File: src/rtl/core/dpod_pkg.sv
// Shared types, constants and calendar tables for the date period overlap core.
package dpod_pkg;

  localparam int unsigned YearW    = 12;
  localparam int unsigned MonthW   = 4;
  localparam int unsigned DayW     = 5;
  localparam int unsigned DateW    = YearW + MonthW + DayW;
  localparam int unsigned NumDates = 4;
  localparam int unsigned DayNumW  = 21;
  localparam int unsigned CountW   = 21;
  localparam int unsigned MonOffW  = 9;

  // Stream widths, rounded up to whole bytes
  localparam int unsigned InDataW  = ((NumDates * DateW + 7) / 8) * 8;
  localparam int unsigned OutDataW = ((CountW + 7) / 8) * 8;

  // ceil(y/4), ceil(y/100) and ceil(y/400) results for a 12-bit year
  localparam int unsigned C4W   = YearW - 1;
  localparam int unsigned C100W = 6;
  localparam int unsigned C400W = 4;

  // floor(x/100) = (x * 5243) >> 19, exact for x below 43690
  localparam int unsigned RecipW     = 13;
  localparam logic [RecipW-1:0] Recip100 = 13'd5243;
  localparam int unsigned RecipShift = 19;

  localparam int unsigned DaysPerYear = 365;

  localparam logic [MonthW-1:0] MonthJan = 4'd1;
  localparam logic [MonthW-1:0] MonthFeb = 4'd2;
  localparam logic [MonthW-1:0] MonthDec = 4'd12;
  localparam logic [DayW-1:0]   LeapFebDays = 5'd29;

  // Year sits in the low bits of a packed date
  typedef struct packed {
    logic [DayW-1:0]   day;
    logic [MonthW-1:0] month;
    logic [YearW-1:0]  year;
  } date_t;

  typedef logic [DayNumW-1:0] day_num_t;

  // Load enables of the five pipeline registers
  typedef struct packed {
    logic conv;
    logic num;
    logic order;
    logic bound;
    logic out;
  } stage_en_t;

  // Length of a month in a common year; zero for a month code that means nothing
  function automatic logic [DayW-1:0] month_days(input logic [MonthW-1:0] m);
    logic [DayW-1:0] len;
    unique case (m)
      4'd1, 4'd3, 4'd5, 4'd7, 4'd8, 4'd10, 4'd12: len = 5'd31;
      4'd4, 4'd6, 4'd9, 4'd11:                    len = 5'd30;
      4'd2:                                       len = 5'd28;
      default:                                    len = 5'd0;
    endcase
    return len;
  endfunction

  // Days in a common year before the first of month m
  function automatic logic [MonOffW-1:0] days_before(input logic [MonthW-1:0] m);
    logic [MonOffW-1:0] off;
    unique case (m)
      4'd1:    off = 9'd0;
      4'd2:    off = 9'd31;
      4'd3:    off = 9'd59;
      4'd4:    off = 9'd90;
      4'd5:    off = 9'd120;
      4'd6:    off = 9'd151;
      4'd7:    off = 9'd181;
      4'd8:    off = 9'd212;
      4'd9:    off = 9'd243;
      4'd10:   off = 9'd273;
      4'd11:   off = 9'd304;
      4'd12:   off = 9'd334;
      default: off = 9'd0;
    endcase
    return off;
  endfunction

endpackage

File: src/rtl/core/dpod_day_num.sv
// Two-stage date checker and day-number converter for one calendar date.
module dpod_day_num #(
  parameter int MaxYear = 4095
) (
  input  logic                clk_i,
  input  dpod_pkg::stage_en_t en_i,
  input  dpod_pkg::date_t     date_i,
  output dpod_pkg::day_num_t  day_num_o,
  output logic                ok_o
);

  localparam int unsigned YW  = dpod_pkg::YearW;
  localparam int unsigned NW  = dpod_pkg::DayNumW;
  localparam int unsigned P100W = YW + 1 + dpod_pkg::RecipW;
  localparam int unsigned P400W = YW - 1 + dpod_pkg::RecipW;

  // ---- stage 1: year terms and coarse range checks
  logic [YW:0]       y_p3, y_p99, y_p399;
  logic [YW-2:0]     q400_in;
  logic [P100W-1:0]  prod100;
  logic [P400W-1:0]  prod400;
  logic              y_ok, m_ok, feb29;

  logic [YW-1:0]                  y_q;
  dpod_pkg::day_num_t             y365_q;
  logic [dpod_pkg::C4W-1:0]       c4_q;
  logic [dpod_pkg::C100W-1:0]     c100_q;
  logic [dpod_pkg::C400W-1:0]     c400_q;
  logic [dpod_pkg::MonOffW-1:0]   mo_off_q;
  logic                           base_ok_q, feb29_q, late_q;

  assign y_p3    = {1'b0, date_i.year} + (YW+1)'(3);
  assign y_p99   = {1'b0, date_i.year} + (YW+1)'(99);
  assign y_p399  = {1'b0, date_i.year} + (YW+1)'(399);
  assign q400_in = y_p399[YW:2];
  assign prod100 = P100W'(y_p99) * P100W'(dpod_pkg::Recip100);
  assign prod400 = P400W'(q400_in) * P400W'(dpod_pkg::Recip100);

  assign y_ok  = 32'(date_i.year) <= 32'(MaxYear);
  assign m_ok  = (date_i.month >= dpod_pkg::MonthJan) && (date_i.month <= dpod_pkg::MonthDec);
  assign feb29 = (date_i.month == dpod_pkg::MonthFeb) && (date_i.day == dpod_pkg::LeapFebDays);

  always_ff @(posedge clk_i) begin
    if (en_i.conv) begin
      y_q       <= date_i.year;
      y365_q    <= NW'(date_i.year) * NW'(dpod_pkg::DaysPerYear);
      c4_q      <= y_p3[YW:2];
      c100_q    <= prod100[dpod_pkg::RecipShift +: dpod_pkg::C100W];
      c400_q    <= prod400[dpod_pkg::RecipShift +: dpod_pkg::C400W];
      // day 0 wraps here but is flagged invalid anyway
      mo_off_q  <= dpod_pkg::MonOffW'(
                     (dpod_pkg::MonOffW+1)'(dpod_pkg::days_before(date_i.month))
                   + (dpod_pkg::MonOffW+1)'(date_i.day) - (dpod_pkg::MonOffW+1)'(1));
      base_ok_q <= y_ok && m_ok && (date_i.day != '0)
                   && ((date_i.day <= dpod_pkg::month_days(date_i.month)) || feb29);
      feb29_q   <= feb29;
      late_q    <= date_i.month > dpod_pkg::MonthFeb;
    end
  end

  // ---- stage 2: leap decision and day-number sum
  logic is_c100, is_c400, leap;

  // ceil(y/N)*N == y means N divides y
  assign is_c100 = ((YW+1)'(c100_q) * (YW+1)'(100)) == {1'b0, y_q};
  assign is_c400 = ((YW+1)'(c400_q) * (YW+1)'(400)) == {1'b0, y_q};
  assign leap    = is_c400 || ((y_q[1:0] == 2'b00) && !is_c100);

  always_ff @(posedge clk_i) begin
    if (en_i.num) begin
      day_num_o <= y365_q + NW'(c4_q) - NW'(c100_q) + NW'(c400_q)
                 + NW'(mo_off_q) + NW'(late_q && leap);
      ok_o      <= base_ok_q && (!feb29_q || leap);
    end
  end

endmodule

File: src/rtl/core/dpod_overlap.sv
// Three-stage period ordering, overlap bounds and inclusive day count.
module dpod_overlap (
  input  logic                                     clk_i,
  input  dpod_pkg::stage_en_t                      en_i,
  input  dpod_pkg::day_num_t [dpod_pkg::NumDates-1:0] day_num_i,
  input  logic [dpod_pkg::NumDates-1:0]            ok_i,
  output logic [dpod_pkg::CountW-1:0]              count_o,
  output logic                                     err_o
);

  dpod_pkg::day_num_t s1_q, e1_q, s2_q, e2_q, s_q, e_q;
  logic               bad3_q, bad4_q;

  // ---- stage 3: put each period in order
  always_ff @(posedge clk_i) begin
    if (en_i.order) begin
      s1_q   <= (day_num_i[0] > day_num_i[1]) ? day_num_i[1] : day_num_i[0];
      e1_q   <= (day_num_i[0] > day_num_i[1]) ? day_num_i[0] : day_num_i[1];
      s2_q   <= (day_num_i[2] > day_num_i[3]) ? day_num_i[3] : day_num_i[2];
      e2_q   <= (day_num_i[2] > day_num_i[3]) ? day_num_i[2] : day_num_i[3];
      bad3_q <= ~&ok_i;
    end
  end

  // ---- stage 4: later start, earlier end
  always_ff @(posedge clk_i) begin
    if (en_i.bound) begin
      s_q    <= (s1_q > s2_q) ? s1_q : s2_q;
      e_q    <= (e1_q < e2_q) ? e1_q : e2_q;
      bad4_q <= bad3_q;
    end
  end

  // ---- stage 5: count, zero when disjoint or invalid
  always_ff @(posedge clk_i) begin
    if (en_i.out) begin
      count_o <= (bad4_q || (s_q > e_q)) ? '0
               : dpod_pkg::CountW'(e_q - s_q) + dpod_pkg::CountW'(1);
      err_o   <= bad4_q;
    end
  end

endmodule

File: src/rtl/core/date_period_overlap_days_core.sv
// Top level: overlap day count of two Gregorian date periods, five-stage pipeline.
// Throughput: one item per cycle while the output is not held; each stage register loads whenever it is empty
// or its successor moves, so bubbles are squeezed out under output back-pressure.
// Reset: rst_ni (async, active low) clears all stage valid bits; no clearing pass.
module date_period_overlap_days_core #(
  parameter int MAX_YEAR = 4095   // years above this are flagged invalid
) (
  input  logic                          clk_i,
  input  logic                          rst_ni,
  // tdata, from bit 0 up, 21 bits per date: year(12) month(4) day(5) for
  // first_start, first_end, second_start, second_end; bits 87:84 zero
  input  logic                          s_axis_tvalid,
  output logic                          s_axis_tready,
  input  logic [dpod_pkg::InDataW-1:0]  s_axis_tdata,
  // tdata: overlap_days(21), bits 23:21 zero
  output logic                          m_axis_tvalid,
  input  logic                          m_axis_tready,
  output logic [dpod_pkg::OutDataW-1:0] m_axis_tdata,
  // tuser: date_error(1)
  output logic [0:0]                    m_axis_tuser
);

  localparam int unsigned NumStages = 5;

  dpod_pkg::stage_en_t                          en;
  logic [NumStages-1:0]                         vld_q, vld_d;
  dpod_pkg::day_num_t [dpod_pkg::NumDates-1:0] day_num;
  logic [dpod_pkg::NumDates-1:0]                date_ok;
  logic [dpod_pkg::CountW-1:0]                  count;
  logic                                         err;

  // A stage loads when it holds nothing or its content moves on this edge.
  assign en.out   = !vld_q[4] || m_axis_tready;
  assign en.bound = !vld_q[3] || en.out;
  assign en.order = !vld_q[2] || en.bound;
  assign en.num   = !vld_q[1] || en.order;
  assign en.conv  = !vld_q[0] || en.num;

  assign s_axis_tready = en.conv;

  always_comb begin
    vld_d[0] = en.conv  ? s_axis_tvalid : vld_q[0];
    vld_d[1] = en.num   ? vld_q[0]      : vld_q[1];
    vld_d[2] = en.order ? vld_q[1]      : vld_q[2];
    vld_d[3] = en.bound ? vld_q[2]      : vld_q[3];
    vld_d[4] = en.out   ? vld_q[3]      : vld_q[4];
  end

  always_ff @(posedge clk_i or negedge rst_ni) begin
    if (!rst_ni) begin
      vld_q <= '0;
    end else begin
      vld_q <= vld_d;
    end
  end

  // Stages 1-2: one converter per date; all four run in lockstep.
  for (genvar i = 0; i < dpod_pkg::NumDates; i++) begin : g_date
    dpod_day_num #(
      .MaxYear (MAX_YEAR)
    ) u_day_num (
      .clk_i     (clk_i),
      .en_i      (en),
      .date_i    (dpod_pkg::date_t'(s_axis_tdata[i*dpod_pkg::DateW +: dpod_pkg::DateW])),
      .day_num_o (day_num[i]),
      .ok_o      (date_ok[i])
    );
  end

  // Stages 3-5: order each period, intersect, count.
  dpod_overlap u_overlap (
    .clk_i     (clk_i),
    .en_i      (en),
    .day_num_i (day_num),
    .ok_i      (date_ok),
    .count_o   (count),
    .err_o     (err)
  );

  assign m_axis_tvalid = vld_q[4];
  assign m_axis_tdata  = {{(dpod_pkg::OutDataW - dpod_pkg::CountW){1'b0}}, count};
  assign m_axis_tuser  = err;

endmodule

File: config.mk
export PLATFORM = sky130hd
export DESIGN_NAME = date_period_overlap_days_core
export DESIGN_NICKNAME = d
export VERILOG_FILES = /design/src/rtl/core/dpod_pkg.sv /design/src/rtl/core/dpod_day_num.sv /design/src/rtl/core/dpod_overlap.sv /design/src/rtl/core/date_period_overlap_days_core.sv
export SDC_FILE = /design/constraint.sdc
export NUM_CORES = 2
export LEC_CHECK = 0
export BUFFER_PORTS_ARGS = -buffer_cell sky130_fd_sc_hd__buf_2
export CAP_MARGIN = 25
export CORE_AREA = 10 10 396 302
export DETAILED_ROUTE_END_ITERATION = 12
export DIE_AREA = 0 0 406 312
export PLACE_DENSITY = 0.76
export SLEW_MARGIN = 10
export SYNTH_ARGS = -nofsm -noshare
export SYNTH_HDL_FRONTEND = slang
export SYNTH_HIERARCHICAL = 1
export SYNTH_SLANG_ARGS = --single-unit
File: constraint.sdc
create_clock -name clk_i -period 15.9 [get_ports clk_i]
set_input_delay 3.975 -clock clk_i [delete_from_list [all_inputs] [get_ports clk_i]]
set_output_delay 3.975 -clock clk_i [all_outputs]
set_load 0.05 [all_outputs]
==> out/results.ini <==
[synth]
post_synth_main_area_contributors = sky130_fd_sc_hd__ha_1, sky130_fd_sc_hd__edfxtp_1, sky130_fd_sc_hd__fa_1
synth.top_cells.by_count = sky130_fd_sc_hd__inv_1, sky130_fd_sc_hd__ha_1, sky130_fd_sc_hd__fa_1
ys_seq_elements = 499
synth_top_area_cell = sky130_fd_sc_hd__ha_1
synthesis.yosys.warnings = 6
synth_area_mm2 = 0.0664
synth_async_sr_flop_share = 0.0100
synth_ff_type = sky130_fd_sc_hd__edfxtp_1
synth_largest_type_area_fraction = 0.268
synth.most_common_cell = sky130_fd_sc_hd__inv_1
netlist-cell-type-count = 111
syn_avg_cell_area_um2 = 10.4
post_syn_instances = 6385
yosysSeqAreaShare = 0.225
synth_enable_flop_cells = 494

[clock_tree]
postCtsSetupBuffers = 0
cts_num_sinks = 499
tritoncts = built
number_of_buffers_created_by_cts = 50
clkSlewWorstSetupHoldPaths_ns = 0.06
ctsLongestPathBuffers = 3
cts.repair.resized = 0
cts_root_buffer = sky130_fd_sc_hd__clkbuf_16
number_of_h_tree_levels = 2
clk_latency_ns = 0.62
postCtsHoldBufs = 0

[timing]
fin_skew_ns = 0.0193
finalCritPeriodShare = 0.640
finalSetupViolCount = 0
setup_repair_after_global_routing_missed_its_margin = false
timing.fmax_mhz = 98.2
max-slew-margin-rel = 0.300
hold_viol_final = 0
finalSetupTns_ns = 0
period_minus_slack_ns = 10.18
worst_pin_slew_ns = 1.05
timing.final.max_slew_violations = 0

[setup_path]
cp_bufs_invs = 6
rrSetupSlack_ns = 9.52
startpoint = s_axis_tdata[0]
worst_path_depth = 24
path_delay_family = adder cells
critPathSlowestCell = sky130_fd_sc_hd__a2111oi_1
crit_path_max_incr_delay_ns = 0.69
crit_type = primary input to flip-flop
path_max_fanout = 11
endpoint_kind = flip-flop
launch_instance_of_the_worst_register_to_register_path = g_date[1].u_day_num/c100_q[2]$_DFFE_PP_
cp-start-kind = primary input
timing.critical_path.mode_cell = sky130_fd_sc_hd__inv_1
cp_data_arrival_time_ns = 10.55
worst-r2r-cell-count = 21
worstPathCellList = buf_2 -> inv_1 -> ha_1 -> a21oi_1 -> a21oi_1 -> nand2b_1 -> nand2_1 -> xnor2_1 -> ha_1 -> inv_1 -> fa_1 -> inv_1 -> fa_1 -> inv_1 -> fa_1 -> fa_1 -> inv_1 -> ha_1 -> a2111oi_1 -> o211ai_1 -> a21oi_1 -> o21bai_1 -> o31ai_1 -> xnor2_1
critical_register_to_register_path_endpoint = g_date[1].u_day_num/day_num_o[19]$_DFFE_PP_
crit_required_ns = 16.27

[grt]
antenna_found_initial = 9
grt_start_max_net_pins = 125
globalRouteTotalUtil = 0.218
number_of_global_route_vias_before_repair = 45445
wire_length_of_the_first_global_routing_pass_mm = 229
gr-total-overflow = 0

[floorplanning]
design.die.area_mm2 = 0.127
initial_utilization = 0.592
num_rows = 107
chip_width_um = 406
top_level_ports = 119
core_area_mm2 = 0.112
die_height_um = 312

[final_layout]
final_util = 0.627
flow.area_growth_from_synthesis_pct = 5.87
finish.net_count = 8631
drive_above_1_share = 0.0598

[routing]
route.antenna.remaining_nets = 0
num_vias = 44008
remaining_drc_errors = 0
drt_iter0_markers = 2838
drt-pass1-iter-count = 5
detail_route.wl_per_cell_um = 17.0
route.detailed.vias_per_inst = 5.49
wl_mm = 136

[hold_path]
min_to = u_overlap/bad4_q$_DFFE_PP_
worstHoldPathType = flip-flop to flip-flop
worstHoldPathCells = 0
hold_path.startpoint = u_overlap/bad3_q$_DFFE_PP_

[outcome]
run_status = completed

[place]
port-buffer-count = 111
place_hpwl_mm = 114
place_congestion = 0.908

[run]
timing.max_cap.violations = 0

-- layer usage --
| layer | vias to the layer above | part of all wire | wire (um) | track usage |
|---|---|---|---|---|
| met3 | 140 | 0.064 | 8790 | 0.0351 |
| met4 | 8 | 0.014 | 1880 | 0.0351 |
| li1 | 21560 | - | - | - |
| met2 | 1002 | 0.43 | 59200 | 0.336 |
| met1 | 21298 | 0.49 | 66300 | 0.328 |
| met5 | - | 0.00030 | 41 | 0 |
-- flip-flops by register name, summed over array words and instances (netlist names), 24 cells and up --
signal / cells
g_date.u_day_num/day_num_o: 84
g_date.u_day_num/y365_q: 76
g_date.u_day_num/c100_q: 24
g_date.u_day_num/mo_off_q: 36
g_date.u_day_num/y_q: 48
g_date.u_day_num/c4_q: 44
-- worst max-delay path by stage --
stage	endpoint	slack, ns
final	g_date[0].u_day_num/c400_q[3]$_DFFE_PP_	5.72
after global routing	g_date[0].u_day_num/c400_q[3]$_DFFE_PP_	5.32
after global placement	g_date[2].u_day_num/c100_q[4]$_DFFE_PP_	5.20
after detailed placement	g_date[2].u_day_num/c100_q[4]$_DFFE_PP_	5.12
after CTS	g_date[2].u_day_num/c100_q[4]$_DFFE_PP_	5.75
after floorplan	s_axis_tready	1.62
-- per-stage QoR --
stage,hold slack [ns],instances,setup WS [ns],instance area [um2]
3_3_place_gp,0.405,7912,5.20,68600
5_1_grt,0.436,8013,5.32,70300
6_report,0.420,8013,5.72,70300
3_5_place_dp,0.408,7912,5.12,68600
2_1_floorplan,0.400,6387,1.62,66400
4_1_cts,0.434,8005,5.75,70200
-- placed cells by master, fill, tap and decap left out, drive strengths merged, types with 47 or more instances in the layout --
cell type	Yosys	layout
buf	36	124
nand3	69	69
inv	1532	1534
edfxtp	494	494
a21o	92	92
ha	1425	1425
nor2	224	224
nor2b	47	47
xnor2	283	283
o21a	56	56
fa	617	617
mux2	129	129
nor3	76	76
o21ai	170	170
a21oi	227	227
nand2	189	189
xor2	139	139
clkbuf	31	59
-- area by class of cell --
type	count	area (um2)
diodes	4	10.0
flip-flops and latches	499	15000
well taps	1471	1840
repair buffers	125	701
inverters	1532	5750
fillers	8953	41900
clock buffers	58	1280
multi-input cells	4289	45400
clock inverters	35	360
-- worst reg2reg max path, stage by stage, from the launching register on --
cell                        delay [ns]
sky130_fd_sc_hd__edfxtp_1         0.57
sky130_fd_sc_hd__ha_1             0.38
sky130_fd_sc_hd__ha_1             0.32
sky130_fd_sc_hd__ha_1             0.32
sky130_fd_sc_hd__inv_1            0.06
sky130_fd_sc_hd__fa_1             0.49
sky130_fd_sc_hd__xnor2_1          0.16
sky130_fd_sc_hd__a2111oi_2        0.32
sky130_fd_sc_hd__o2111ai_1        0.20
sky130_fd_sc_hd__or4_1            0.51
sky130_fd_sc_hd__nor3_2           0.17
sky130_fd_sc_hd__o21ai_1          0.11
sky130_fd_sc_hd__fa_1             0.37
sky130_fd_sc_hd__ha_1             0.24
sky130_fd_sc_hd__fa_1             0.45
sky130_fd_sc_hd__a211oi_1         0.31
sky130_fd_sc_hd__o21ai_0          0.21
sky130_fd_sc_hd__a21oi_1          0.32
sky130_fd_sc_hd__nor3_1           0.12
sky130_fd_sc_hd__nor4_1           0.27
sky130_fd_sc_hd__o21bai_1         0.11
sky130_fd_sc_hd__xor2_1           0.15
-- logic make-up after synthesis --
kind of cell,synth area share
compound gates,0.0833
xor+xnor,0.0558
fa+ha+maj,0.454
buf+inv,0.0917
flops,0.225
mux,0.0258
other cells,0.0000565
simple gates,0.0636
Power is left out: the tool's default activity adds up to more than one toggle a clock period on the data nets, which glitch-free logic cannot reach.
